<file path="src/design/sha_pkg.sv">
// Shared types, constants and round-constant table for the SHA-256 compression core.
// No dependencies.
`timescale 1ns / 1ps
package sha_pkg;
    localparam int unsigned WordW = 32;
    localparam int unsigned Rounds = 64;

    typedef enum logic {
        OP_CHAIN = 1'b0,
        OP_MSG   = 1'b1
    } op_t;

    // Entry of the queue between the front and the compression engine
    typedef struct packed {
        logic             is_msg;
        logic [3:0]       idx;
        logic [WordW-1:0] value;
        logic             start;
    } cmd_t;

    typedef enum logic [1:0] {
        ST_IDLE,
        ST_ROUND,
        ST_ADD,
        ST_EMIT
    } eng_state_t;

    function automatic logic [WordW-1:0] round_k(input logic [5:0] i);
        logic [WordW-1:0] k;
        begin
            unique case (i)
                6'd0:  k = 32'h428a2f98; 6'd1:  k = 32'h71374491;
                6'd2:  k = 32'hb5c0fbcf; 6'd3:  k = 32'he9b5dba5;
                6'd4:  k = 32'h3956c25b; 6'd5:  k = 32'h59f111f1;
                6'd6:  k = 32'h923f82a4; 6'd7:  k = 32'hab1c5ed5;
                6'd8:  k = 32'hd807aa98; 6'd9:  k = 32'h12835b01;
                6'd10: k = 32'h243185be; 6'd11: k = 32'h550c7dc3;
                6'd12: k = 32'h72be5d74; 6'd13: k = 32'h80deb1fe;
                6'd14: k = 32'h9bdc06a7; 6'd15: k = 32'hc19bf174;
                6'd16: k = 32'he49b69c1; 6'd17: k = 32'hefbe4786;
                6'd18: k = 32'h0fc19dc6; 6'd19: k = 32'h240ca1cc;
                6'd20: k = 32'h2de92c6f; 6'd21: k = 32'h4a7484aa;
                6'd22: k = 32'h5cb0a9dc; 6'd23: k = 32'h76f988da;
                6'd24: k = 32'h983e5152; 6'd25: k = 32'ha831c66d;
                6'd26: k = 32'hb00327c8; 6'd27: k = 32'hbf597fc7;
                6'd28: k = 32'hc6e00bf3; 6'd29: k = 32'hd5a79147;
                6'd30: k = 32'h06ca6351; 6'd31: k = 32'h14292967;
                6'd32: k = 32'h27b70a85; 6'd33: k = 32'h2e1b2138;
                6'd34: k = 32'h4d2c6dfc; 6'd35: k = 32'h53380d13;
                6'd36: k = 32'h650a7354; 6'd37: k = 32'h766a0abb;
                6'd38: k = 32'h81c2c92e; 6'd39: k = 32'h92722c85;
                6'd40: k = 32'ha2bfe8a1; 6'd41: k = 32'ha81a664b;
                6'd42: k = 32'hc24b8b70; 6'd43: k = 32'hc76c51a3;
                6'd44: k = 32'hd192e819; 6'd45: k = 32'hd6990624;
                6'd46: k = 32'hf40e3585; 6'd47: k = 32'h106aa070;
                6'd48: k = 32'h19a4c116; 6'd49: k = 32'h1e376c08;
                6'd50: k = 32'h2748774c; 6'd51: k = 32'h34b0bcb5;
                6'd52: k = 32'h391c0cb3; 6'd53: k = 32'h4ed8aa4a;
                6'd54: k = 32'h5b9cca4f; 6'd55: k = 32'h682e6ff3;
                6'd56: k = 32'h748f82ee; 6'd57: k = 32'h78a5636f;
                6'd58: k = 32'h84c87814; 6'd59: k = 32'h8cc70208;
                6'd60: k = 32'h90befffa; 6'd61: k = 32'ha4506ceb;
                6'd62: k = 32'hbef9a3f7; 6'd63: k = 32'hc67178f2;
                default: k = '0;
            endcase
            return k;
        end
    endfunction
endpackage

</file>
<file path="src/design/sha_front.sv">
// Front end: classifies input items and queues them for the engine.
// Depends on sha_pkg.
`timescale 1ns / 1ps
module sha_front (
    input  logic               clk,
    input  logic               rst_n,
    input  logic               push,
    output logic               full,
    input  logic               op,
    input  logic [3:0]         word_index,
    input  logic [31:0]        word_value,
    output sha_pkg::cmd_t      cmd,
    output logic               cmd_valid,
    input  logic               cmd_take
);
    import sha_pkg::*;

    // Two-entry queue
    cmd_t       q_reg [2];
    logic [1:0] cnt_reg, cnt_next;
    logic       rd_reg, wr_reg;
    logic       acc, drop;
    cmd_t       c_in;

    assign full      = cnt_reg == 2'd2;
    assign acc       = push && !full;
    // Drop chaining writes beyond index 7
    assign drop      = (op_t'(op) == OP_CHAIN) && word_index[3];
    assign cmd_valid = cnt_reg != 2'd0;
    assign cmd       = q_reg[rd_reg];

    always_comb
    begin
        c_in.is_msg = op;
        c_in.idx    = word_index;
        c_in.value  = word_value;
        c_in.start  = op && (word_index == 4'd15);
    end

    always_comb
    begin
        cnt_next = cnt_reg + {1'b0, acc && !drop} - {1'b0, cmd_take && cmd_valid};
    end

    // Hold the queue pointers and count
    always_ff @(posedge clk or negedge rst_n)
    begin
        if (!rst_n)
        begin
            cnt_reg <= '0;
            rd_reg  <= 1'b0;
            wr_reg  <= 1'b0;
        end
        else
        begin
            cnt_reg <= cnt_next;
            if (cmd_take && cmd_valid)
                rd_reg <= !rd_reg;
            if (acc && !drop)
                wr_reg <= !wr_reg;
        end
    end

    always_ff @(posedge clk)
    begin
        if (acc && !drop)
            q_reg[wr_reg] <= c_in;
    end

    a_cnt_max: assert property (@(posedge clk) disable iff (!rst_n) cnt_reg <= 2'd2)
        else $error("queue overflow");
    a_no_take_empty: assert property (@(posedge clk) disable iff (!rst_n)
        (cnt_reg == 2'd0) |=> (cnt_reg <= 2'd1))
        else $error("queue count jumped");
    a_full_hold: assert property (@(posedge clk) disable iff (!rst_n)
        (full && !cmd_take) |=> full)
        else $error("full dropped without transfer");
endmodule

</file>
<file path="src/design/sha_engine.sv">
// Back end: message buffer, 64-round compression and output of chaining words.
// Depends on sha_pkg.
`timescale 1ns / 1ps
module sha_engine (
    input  logic               clk,
    input  logic               rst_n,
    input  sha_pkg::cmd_t      cmd,
    input  logic               cmd_valid,
    output logic               cmd_take,
    output logic               empty,
    input  logic               pop,
    output logic [2:0]         out_index,
    output logic [31:0]        out_value,
    output logic               out_last
);
    import sha_pkg::*;

    eng_state_t state_reg, state_next;
    logic [31:0] hv_reg [8];
    logic [31:0] buf_reg [16];   // message words as written
    logic [31:0] msg_reg [16];   // sliding schedule window
    logic [31:0] a_reg, b_reg, c_reg, d_reg, e_reg, f_reg, g_reg, h_reg;
    logic [5:0]  rnd_reg;
    logic [2:0]  oi_reg;
    logic        outv_reg;
    logic [31:0] w, w_new, t1, t2, s0, s1, x, y;

    function automatic logic [31:0] rr(input logic [31:0] v, input int n);
        return (v >> n) | (v << (32 - n));
    endfunction

    assign w     = msg_reg[0];
    assign x     = msg_reg[1];
    assign y     = msg_reg[14];
    assign s0    = rr(x, 7) ^ rr(x, 18) ^ (x >> 3);
    assign s1    = rr(y, 17) ^ rr(y, 19) ^ (y >> 10);
    assign w_new = msg_reg[0] + s0 + msg_reg[9] + s1;
    assign t1    = h_reg + (rr(e_reg, 6) ^ rr(e_reg, 11) ^ rr(e_reg, 25))
                 + ((e_reg & f_reg) ^ (~e_reg & g_reg)) + round_k(rnd_reg) + w;
    assign t2    = (rr(a_reg, 2) ^ rr(a_reg, 13) ^ rr(a_reg, 22))
                 + ((a_reg & b_reg) ^ (a_reg & c_reg) ^ (b_reg & c_reg));

    // Next state
    always_comb
    begin
        state_next = state_reg;
        unique case (state_reg)
            ST_IDLE:  if (cmd_valid && cmd.start) state_next = ST_ROUND;
            ST_ROUND: if (rnd_reg == 6'(Rounds - 1)) state_next = ST_ADD;
            ST_ADD:   state_next = ST_EMIT;
            ST_EMIT:  if (pop && outv_reg && oi_reg == 3'd7) state_next = ST_IDLE;
            default:  state_next = ST_IDLE;
        endcase
    end

    // Outputs
    always_comb
    begin
        cmd_take = (state_reg == ST_IDLE) && cmd_valid;
        empty    = !outv_reg;
    end

    assign out_index = oi_reg;
    assign out_value = hv_reg[oi_reg];
    assign out_last  = oi_reg == 3'd7;

    always_ff @(posedge clk or negedge rst_n)
    begin
        if (!rst_n)
        begin
            state_reg <= ST_IDLE;
            rnd_reg   <= '0;
            oi_reg    <= '0;
            outv_reg  <= 1'b0;
            for (int i = 0; i < 8; i++)
                hv_reg[i] <= '0;
        end
        else
        begin
            state_reg <= state_next;
            unique case (state_reg)
                ST_IDLE:
                begin
                    rnd_reg <= '0;
                    if (cmd_take && !cmd.is_msg)
                        hv_reg[cmd.idx[2:0]] <= cmd.value;
                end
                ST_ROUND: rnd_reg <= rnd_reg + 6'd1;
                ST_ADD:
                begin
                    // Feed forward into the chaining value
                    hv_reg[0] <= hv_reg[0] + a_reg; hv_reg[1] <= hv_reg[1] + b_reg;
                    hv_reg[2] <= hv_reg[2] + c_reg; hv_reg[3] <= hv_reg[3] + d_reg;
                    hv_reg[4] <= hv_reg[4] + e_reg; hv_reg[5] <= hv_reg[5] + f_reg;
                    hv_reg[6] <= hv_reg[6] + g_reg; hv_reg[7] <= hv_reg[7] + h_reg;
                    oi_reg   <= '0;
                    outv_reg <= 1'b1;
                end
                ST_EMIT:
                    if (pop && outv_reg)
                    begin
                        oi_reg <= oi_reg + 3'd1;
                        if (oi_reg == 3'd7)
                            outv_reg <= 1'b0;
                    end
                default: ;
            endcase
        end
    end

    // Message buffer, window and working variables
    always_ff @(posedge clk)
    begin
        if (state_reg == ST_IDLE && cmd_take && cmd.is_msg)
        begin
            // Keep the block in the buffer and reload the window from it with the new word
            buf_reg[cmd.idx] <= cmd.value;
            for (int i = 0; i < 16; i++)
                msg_reg[i] <= (4'(i) == cmd.idx) ? cmd.value : buf_reg[i];
            a_reg <= hv_reg[0]; b_reg <= hv_reg[1]; c_reg <= hv_reg[2]; d_reg <= hv_reg[3];
            e_reg <= hv_reg[4]; f_reg <= hv_reg[5]; g_reg <= hv_reg[6]; h_reg <= hv_reg[7];
        end
        else if (state_reg == ST_ROUND)
        begin
            for (int i = 0; i < 15; i++)
                msg_reg[i] <= msg_reg[i + 1];
            msg_reg[15] <= w_new;
            h_reg <= g_reg; g_reg <= f_reg; f_reg <= e_reg; e_reg <= d_reg + t1;
            d_reg <= c_reg; c_reg <= b_reg; b_reg <= a_reg; a_reg <= t1 + t2;
        end
    end

    a_emit_only: assert property (@(posedge clk) disable iff (!rst_n)
        outv_reg |-> state_reg == ST_EMIT)
        else $error("result outside emit");
    a_no_take_busy: assert property (@(posedge clk) disable iff (!rst_n)
        cmd_take |-> state_reg == ST_IDLE)
        else $error("command taken while busy");
    a_round_end: assert property (@(posedge clk) disable iff (!rst_n)
        (state_reg == ST_ADD) |-> $past(rnd_reg) == 6'(Rounds - 1))
        else $error("rounds cut short");
endmodule

</file>
<file path="src/design/sha256_block_compress_core.sv">
// SHA-256 compression core: front queue plus compression engine.
// Word 15 starts the rounds and the feed-forward add, then 8 results are emitted.
// Throughput: one round per cycle in the shared round unit; the engine takes no new
// words from the queue until all results of the block have been popped.
// Reset: asynchronous active-low; clears chaining value and control, not the buffer.
// Depends on sha_pkg, sha_front, sha_engine.
`timescale 1ns / 1ps
module sha256_block_compress_core (
    input  logic        clk,
    input  logic        rst_n,
    input  logic        push,
    output logic        full,
    input  logic        op,
    input  logic [3:0]  word_index,
    input  logic [31:0] word_value,
    output logic        empty,
    input  logic        pop,
    output logic [2:0]  out_index,
    output logic [31:0] out_value,
    output logic        out_last
);
    import sha_pkg::*;

    cmd_t cmd;
    logic cmd_valid, cmd_take;

    sha_front u_front (
        .clk(clk), .rst_n(rst_n), .push(push), .full(full), .op(op),
        .word_index(word_index), .word_value(word_value),
        .cmd(cmd), .cmd_valid(cmd_valid), .cmd_take(cmd_take)
    );

    sha_engine u_engine (
        .clk(clk), .rst_n(rst_n), .cmd(cmd), .cmd_valid(cmd_valid), .cmd_take(cmd_take),
        .empty(empty), .pop(pop), .out_index(out_index), .out_value(out_value),
        .out_last(out_last)
    );
endmodule
</file>
<file path="config.mk">
export PLATFORM = sky130hd
export DESIGN_NAME = sha256_block_compress_core
export DESIGN_NICKNAME = d
export VERILOG_FILES = /design/src/design/sha_pkg.sv /design/src/design/sha_front.sv /design/src/design/sha_engine.sv /design/src/design/sha256_block_compress_core.sv
export SDC_FILE = /design/constraint.sdc
export NUM_CORES = 2
export LEC_CHECK = 0
export BUFFER_PORTS_ARGS = -buffer_cell sky130_fd_sc_hd__buf_2
export CORE_UTILIZATION = 45
export CTS_CLUSTER_SIZE = 40
export DETAILED_ROUTE_END_ITERATION = 8
export GPL_TIMING_DRIVEN = 0
export PLACE_DENSITY = 0.64
export SLEW_MARGIN = 25
export SYNTH_ARGS = -nofsm -noshare
export SYNTH_HDL_FRONTEND = slang
export SYNTH_SLANG_ARGS = --single-unit
</file>
<file path="constraint.sdc">
create_clock -name clk -period 19.4 [get_ports clk]
set_input_delay 3.88 -clock clk [delete_from_list [all_inputs] [get_ports clk]]
set_output_delay 3.88 -clock clk [all_outputs]
set_load 0.01 [all_outputs]
</file>
=== Yosys cells after proc, flatten, opt, wreduce, memory -nomap -nowiden ===
Memories as Yosys holds them, arrays and structs flattened.
Index checks and enable logic that the tools add are counted.

* Reduce and logical (&&, ||, !) cells: 30
* Mux-type cells: 73
* Div/mod/pow operators: 0
* Bitwise gates (word level): 46
* Order comparisons: 3
* Shift operators: 0
* Add/subtract/negate cells: 22
* Eq/ne operators: 28
* Multiply operators: 0

{| class="wikitable"
|+ Operators by type and width
! cell !! number
|-
| $mux W32 || 51
|-
| $add A32 B32 Y32 || 18
|-
| $pmux W256 S2 || 1
|-
| $xor A32 B32 Y32 || 9
|-
| $bwmux W256 || 1
|-
| $mux W256 || 1
|-
| $and A32 B32 Y32 || 5
|-
| $bmux W32 S3 || 1
|-
| $demux W32 S3 || 1
|-
| $eq A4 B4 Y1 const A || 8
|-
| $not A32 Y32 || 1
|-
| $or A10 B32 Y32 || 1
|-
| $or A13 B32 Y32 || 1
|-
| $or A14 B32 Y32 || 1
|-
| $or A15 B32 Y32 || 1
|-
| $or A19 B32 Y32 || 1
|-
| $or A21 B32 Y32 || 1
|-
| $or A25 B32 Y32 || 1
|-
| $or A26 B32 Y32 || 1
|-
| $or A30 B32 Y32 || 1
|-
| $or A7 B32 Y32 || 1
|-
| $xor A32 B22 Y32 || 1
|-
| $xor A32 B29 Y32 || 1
|-
| $eq A3 B4 Y1 const A || 4
|-
| 32 further kinds || 89
|}

* Memories: 4
* Memory bits (writable): 1100
* Input bits: 41
* Bits in latches: 0
* Bits in read-only memories: 2048
* Register bits after elaboration: 528

{| class="wikitable"
|+ Memory list
! memory !! depth !! bits a word !! read ports !! clocked after Yosys merged registers in !! wr ports !! line !! text
|-
| (no name shown) || 64 || 32 || 1 || 0 || 0 || sha_pkg.sv:31 || <nowiki>unique case (i)</nowiki>
|-
| u_engine.buf_reg || 16 || 32 || 16 || 0 || 1 || sha_engine.sv:20 || <nowiki>logic [31:0] buf_reg [16];</nowiki>
|-
| u_engine.msg_reg || 16 || 32 || 16 || 0 || 16 || sha_engine.sv:21 || <nowiki>logic [31:0] msg_reg [16];</nowiki>
|-
| u_front.q_reg || 2 || 38 || 1 || 0 || 1 || sha_front.sv:19 || <nowiki>cmd_t q_reg [2];</nowiki>
|}

=== Depth between registers and ports, before layout ===
* Depth after elaboration: 10
* Mapped depth: 39

=== Modules after synthesis ===
Synthesis repeated with hierarchy kept, for this count alone.

* Cell total of the unflattened synthesis: 9023
* Area total of the unflattened synthesis: 96179.7 sq um

{| class="wikitable"
|+ Modules (own cells, without submodules)
! module !! times used !! area an instance (sq um) !! cells each
|-
| sha_engine || 1 || 93153.1 || 8883
|-
| sha_front || 1 || 3026.7 || 140
|}

=== Least setup slack after synthesis ===
OpenSTA, ideal clock, no wires.

* Path kind: reg-to-reg
* From: reg u_engine.state_reg[0]
* To: reg u_engine.a_reg[0] (enable)
* Required time: 18.578 ns
* Data arrival time: 11.204 ns
* Setup time: 0.822 ns
* Buffers on the path: 4
* Clock period less this slack: 12.026 ns
* Slack: 7.374 ns
* Stages on the path, launching flop included: 10
* Cells stage by stage: dfrtp_1 -> inv_1 -> ha_1 -> clkbuf_1 -> o21ai_0 -> nor2b_1 -> clkbuf_1 -> clkbuf_1 -> clkbuf_1 -> or2_2

* Cells in the longest elaborated chain, start to end: 5

{| class="wikitable"
|+ RTL lines
! what !! line !! text
|-
| from (decl) || sha_engine.sv:18 || <nowiki>eng_state_t state_reg, state_next;</nowiki>
|-
| from (signal assigned) || sha_engine.sv:80 || <nowiki>state_reg <= state_next;</nowiki>
|-
| $logic_not A2 Y1 || sha_engine.sv:59, sha_engine.sv:114 ||
|-
| $logic_and A1 B1 Y1 || sha_engine.sv:59 || <nowiki>cmd_take = (state_reg == ST_IDLE) && cmd_valid;</nowiki>
|-
| $logic_and A1 B1 Y1 (2 in a row) || sha_engine.sv:114 || <nowiki>if (state_reg == ST_IDLE && cmd_take && cmd.is_msg)</nowiki>
|-
| $reduce_bool A2 Y1 (no line) (*) || -- ||
|-
| to (signal assigned) || sha_engine.sv:120 || <nowiki>a_reg <= hv_reg[0]; b_reg <= hv_reg[1]; c_reg <= hv_reg[2]; d_reg <= hv_reg[3];</nowiki>
|-
| to (signal assigned) || sha_engine.sv:129 || <nowiki>d_reg <= c_reg; c_reg <= b_reg; b_reg <= a_reg; a_reg <= t1 + t2;</nowiki>
|-
| to (decl) || sha_engine.sv:22 || <nowiki>logic [31:0] a_reg, b_reg, c_reg, d_reg, e_reg, f_reg, g_reg, h_reg;</nowiki>
|}

Mark *: on every way between the ends. The rest lies on a longest branch, timed or not.
A chain may end at the register's enable or synchronous reset.

=== Worst setup path in the final report ===
* From: reg u_engine.rnd_reg[1]
* To: reg u_engine.a_reg[29] (data pin)

* Cells in the longest elaborated chain, start to end: 6

{| class="wikitable"
|+ RTL lines
! what !! line !! text
|-
| from (decl) || sha_engine.sv:23 || <nowiki>logic [5:0] rnd_reg;</nowiki>
|-
| from (signal assigned) || sha_engine.sv:88 || <nowiki>ST_ROUND: rnd_reg <= rnd_reg + 6'd1;</nowiki>
|-
| $mem_v2 Z64 W32 || -- ||
|-
| $add A32 B32 Y32 (2 in a row) || sha_engine.sv:39 || <nowiki>+ ((e_reg & f_reg) ^ (~e_reg & g_reg)) + round_k(rnd_reg) + w;</nowiki>
|-
| $add A32 B32 Y32 || sha_engine.sv:129 ||
|-
| $mux W32 || sha_engine.sv:123 || <nowiki>else if (state_reg == ST_ROUND)</nowiki>
|-
| $mux W32 || sha_engine.sv:114 ||
|}

Every way passes these cells. The select of a mux whose other input is x is not followed.

==> flow_metrics.tcl <==
set metrics [dict create \
    avgViaCountPerCell 6.25 \
    cp_slowest_cell "dfrtp_1" \
    synth_seq_cells 1628 \
    cp_common_cell "fa_1" \
    rsz0062_at_grt "false" \
    initial_core_util 0.452 \
    h-tree-depth 4 \
    dieWidth_um 463 \
    holdWs_ns 0.463 \
    grt.overflow.total 0 \
    synth_fp_nets 10200 \
    min_path_type "reg2reg" \
    synth_top_area_cell "edfxtp_1" \
    critPathLaunchType "flip-flop" \
    syn-instance-count 9594 \
    post_cts_buffers 0 \
    finalHoldViolations 0 \
    fp.dieH_um 463 \
    reg2regPathDepth 33 \
    track_usage 0.394 \
    coreArea_sq_mm 0.212 \
    die_area_sq_mm 0.215 \
    vias 80900 \
    synth_warnings 0 \
    crit_fanout 15 \
    min_period_ns 12.21 \
    holdBufCountCts 0 \
    synth_edf_count 1356 \
    clk_pin_slew_ns 0.07 \
    rrSetupSlack_ns 7.19 \
    fin_crit_sh 0.629 \
    outcome "completed" \
    relSlewSlack 0.181 \
    antenna_found_initial 18 \
    async_reset_ff_frac 0.167 \
    cp.arrival_ns 12.81 \
    clock_latency_ns 0.90 \
    maxCapViolations 0 \
    dpl-instance-area_sq_mm 0.102 \
    drt_iter0_markers 10600 \
    nets 10600 \
    grt_pass1_wl_um 594000 \
    yosysSeqAreaShare 0.496 \
    min-delay-start "u_engine.msg_reg[0][500]" \
    row_count 169 \
    cts_buffers 181 \
    synth_most_common_cell "nand2_1" \
    slowest_delay_ns 0.68 \
    fmax_mhz 81.9 \
    synth_cell_types 95 \
    cts_tree "done" \
    clock_skew_ns 0.0797 \
    path_delay_family "compound AO/OA/AOI/OAI gates" \
    rr_endpoint "u_engine.a_reg[29]" \
    drcViolationCount 0 \
    grt_max_degree 70 \
    synth.top_cell.area_share 0.425 \
    place_congestion 1.03 \
    worstPathRequired_ns 20.01 \
    slew_viol_final 0 \
    endpoint_kind "flip-flop" \
    syn2layout_area_growth_pct 12.8 \
    clockBufferDepth 3 \
    wirelength_um 432000 \
    worstHoldPathCells 2 \
    cts-resized-gates 0 \
    worstPathBufferInverterCount 6 \
    crit_type "reg2reg" \
    hold_path_end "u_engine.msg_reg[0][468]" \
    synth_common_cells "nand2_1 (1817), edfxtp_1 (1356), o21ai_0 (1196)" \
    max_slew.worst_pin.slew_ns 1.23 \
    wl_per_cell_um 33.3 \
    clock_sinks 1628 \
    cts-root-buf "clkbuf_16" \
    first_global_vias 76800 \
    ys.flop_type "edfxtp_1" \
    r2r_start "u_engine.rnd_reg[1]" \
    portBuffers 78 \
    hpwlAfterDp_um 336000 \
    design_area_sq_mm 0.108 \
    final_util 0.510 \
    ios 79 \
    synth.area.top_cells "edfxtp_1 (43%), nand2_1 (7.1%), dfrtp_1 (7.1%), o21ai_0 (6.2%), ha_1 (5.2%)" \
    avgSynthCellArea_sq_um 9.99 \
    ant_nets 0 \
    setup_viol 0 \
    drive_gt1_frac 0.0771 \
    syn_area_sq_mm 0.0958 \
    dr.pass1.iters 6 \
]
[logic make-up (layout without fill, tap and decap cells)]
| logic type | count (synthesis) | count (layout) | synth area share |
|---|---|---|---|
| other cells | 0 | 15 | 0 |
| fa+ha+maj | 621 | 621 | 0.0957 |
| simple gates | 2979 | 2979 | 0.129 |
| xor+xnor | 551 | 551 | 0.0504 |
| flops | 1628 | 1628 | 0.496 |
| compound gates | 2728 | 2728 | 0.163 |
| mux | 198 | 198 | 0.0303 |
| buf+inv | 889 | 1404 | 0.0349 |
[metal layers]
| layer | GRT usage | vias up | wire (um) |
|---|---|---|---|
| met5 | 0 | - | 37 |
| met4 | 0.283 | 6 | 36300 |
| met3 | 0.0823 | 1155 | 39500 |
| met2 | 0.609 | 4791 | 192000 |
| met1 | 0.493 | 40000 | 163000 |
| li1 | - | 34900 | - |
[stage by stage]
| stage | TNS (ns) | cells | setup slack (ns) |
|---|---|---|---|
| finish | 0 | 12900 | 7.19 |
| global route | 0 | 12900 | 6.91 |
| CTS | 0 | 12900 | 7.57 |
| detailed placement | 0 | 12600 | 7.59 |
| global placement | -1081.34 | 12500 | -1.54 |
| floorplan | 0 | 9594 | 7.37 |
[worst min-delay path, stage by stage, from the launching register on]
cell and delay (ns):
edfxtp_1 0.32, nand2_1 0.04, o21ai_0 0.06
[cell type report]
cell class | instances | area (sq um)
Fill cell | 19400 | 104000
Sequential cell | 1628 | 47500
Multi-Input combinational cell | 7077 | 45600
Clock buffer | 239 | 4940
Tap cell | 2821 | 3530
Buffer | 556 | 2170
Timing Repair Buffer | 184 | 2160
Inverter | 333 | 1250
Clock inverter | 92 | 925
Antenna cell | 15 | 37.5
[layout by cell type, fill, tap and decap left out, types with 40 or more instances in the layout]
| master | synthesis | routed |
|---|---|---|
| a211oi_1 | 65 | 65 |
| a21o_1 | 160 | 160 |
| a21oi_1 | 820 | 819 |
| a31oi_1 | 59 | 58 |
| and3_1 | 40 | 40 |
| buf_1 | 47 | 40 |
| buf_2 | 4 | 106 |
| clkbuf_1 | 505 | 495 |
| clkbuf_16 | 0 | 185 |
| clkbuf_2 | 0 | 55 |
| dfrtp_1 | 272 | 272 |
| edfxtp_1 | 1356 | 1356 |
| fa_1 | 195 | 195 |
| ha_1 | 401 | 401 |
| inv_1 | 328 | 324 |
| mux2_2 | 45 | 45 |
| mux2i_1 | 84 | 52 |
| mux4_2 | 69 | 69 |
| nand2_1 | 1817 | 1817 |
| nand2b_1 | 48 | 48 |
| nand3_1 | 76 | 76 |
| nor2_1 | 622 | 581 |
| nor2b_1 | 60 | 60 |
| nor3_1 | 133 | 129 |
| o211ai_1 | 56 | 56 |
| o21a_1 | 57 | 57 |
| o21ai_0 | 1196 | 1193 |
| o21bai_1 | 43 | 43 |
| or3_1 | 46 | 46 |
| xnor2_1 | 396 | 396 |
| xor2_1 | 155 | 155 |
[how the worst max path moves through the flow]
stage / startpoint / endpoint / slack (ns) / depth (start not counted)
3_3_place_gp: u_engine.state_reg[0] / u_engine.msg_reg[0][185] / -1.54 / 9
4_1_cts: u_engine.rnd_reg[1] / u_engine.a_reg[31] / 7.57 / 36
3_5_place_dp: u_engine.rnd_reg[1] / u_engine.a_reg[31] / 7.59 / 36
2_1_floorplan: u_engine.state_reg[0] / u_engine.a_reg[0] / 7.37 / 9
5_1_grt: u_engine.rnd_reg[1] / u_engine.a_reg[29] / 6.91 / 33
6_report: u_engine.rnd_reg[1] / u_engine.a_reg[29] / 7.19 / 33
Power is not shown: default switching activity piles up to over one toggle a cycle in this logic, so the estimate is an artifact.
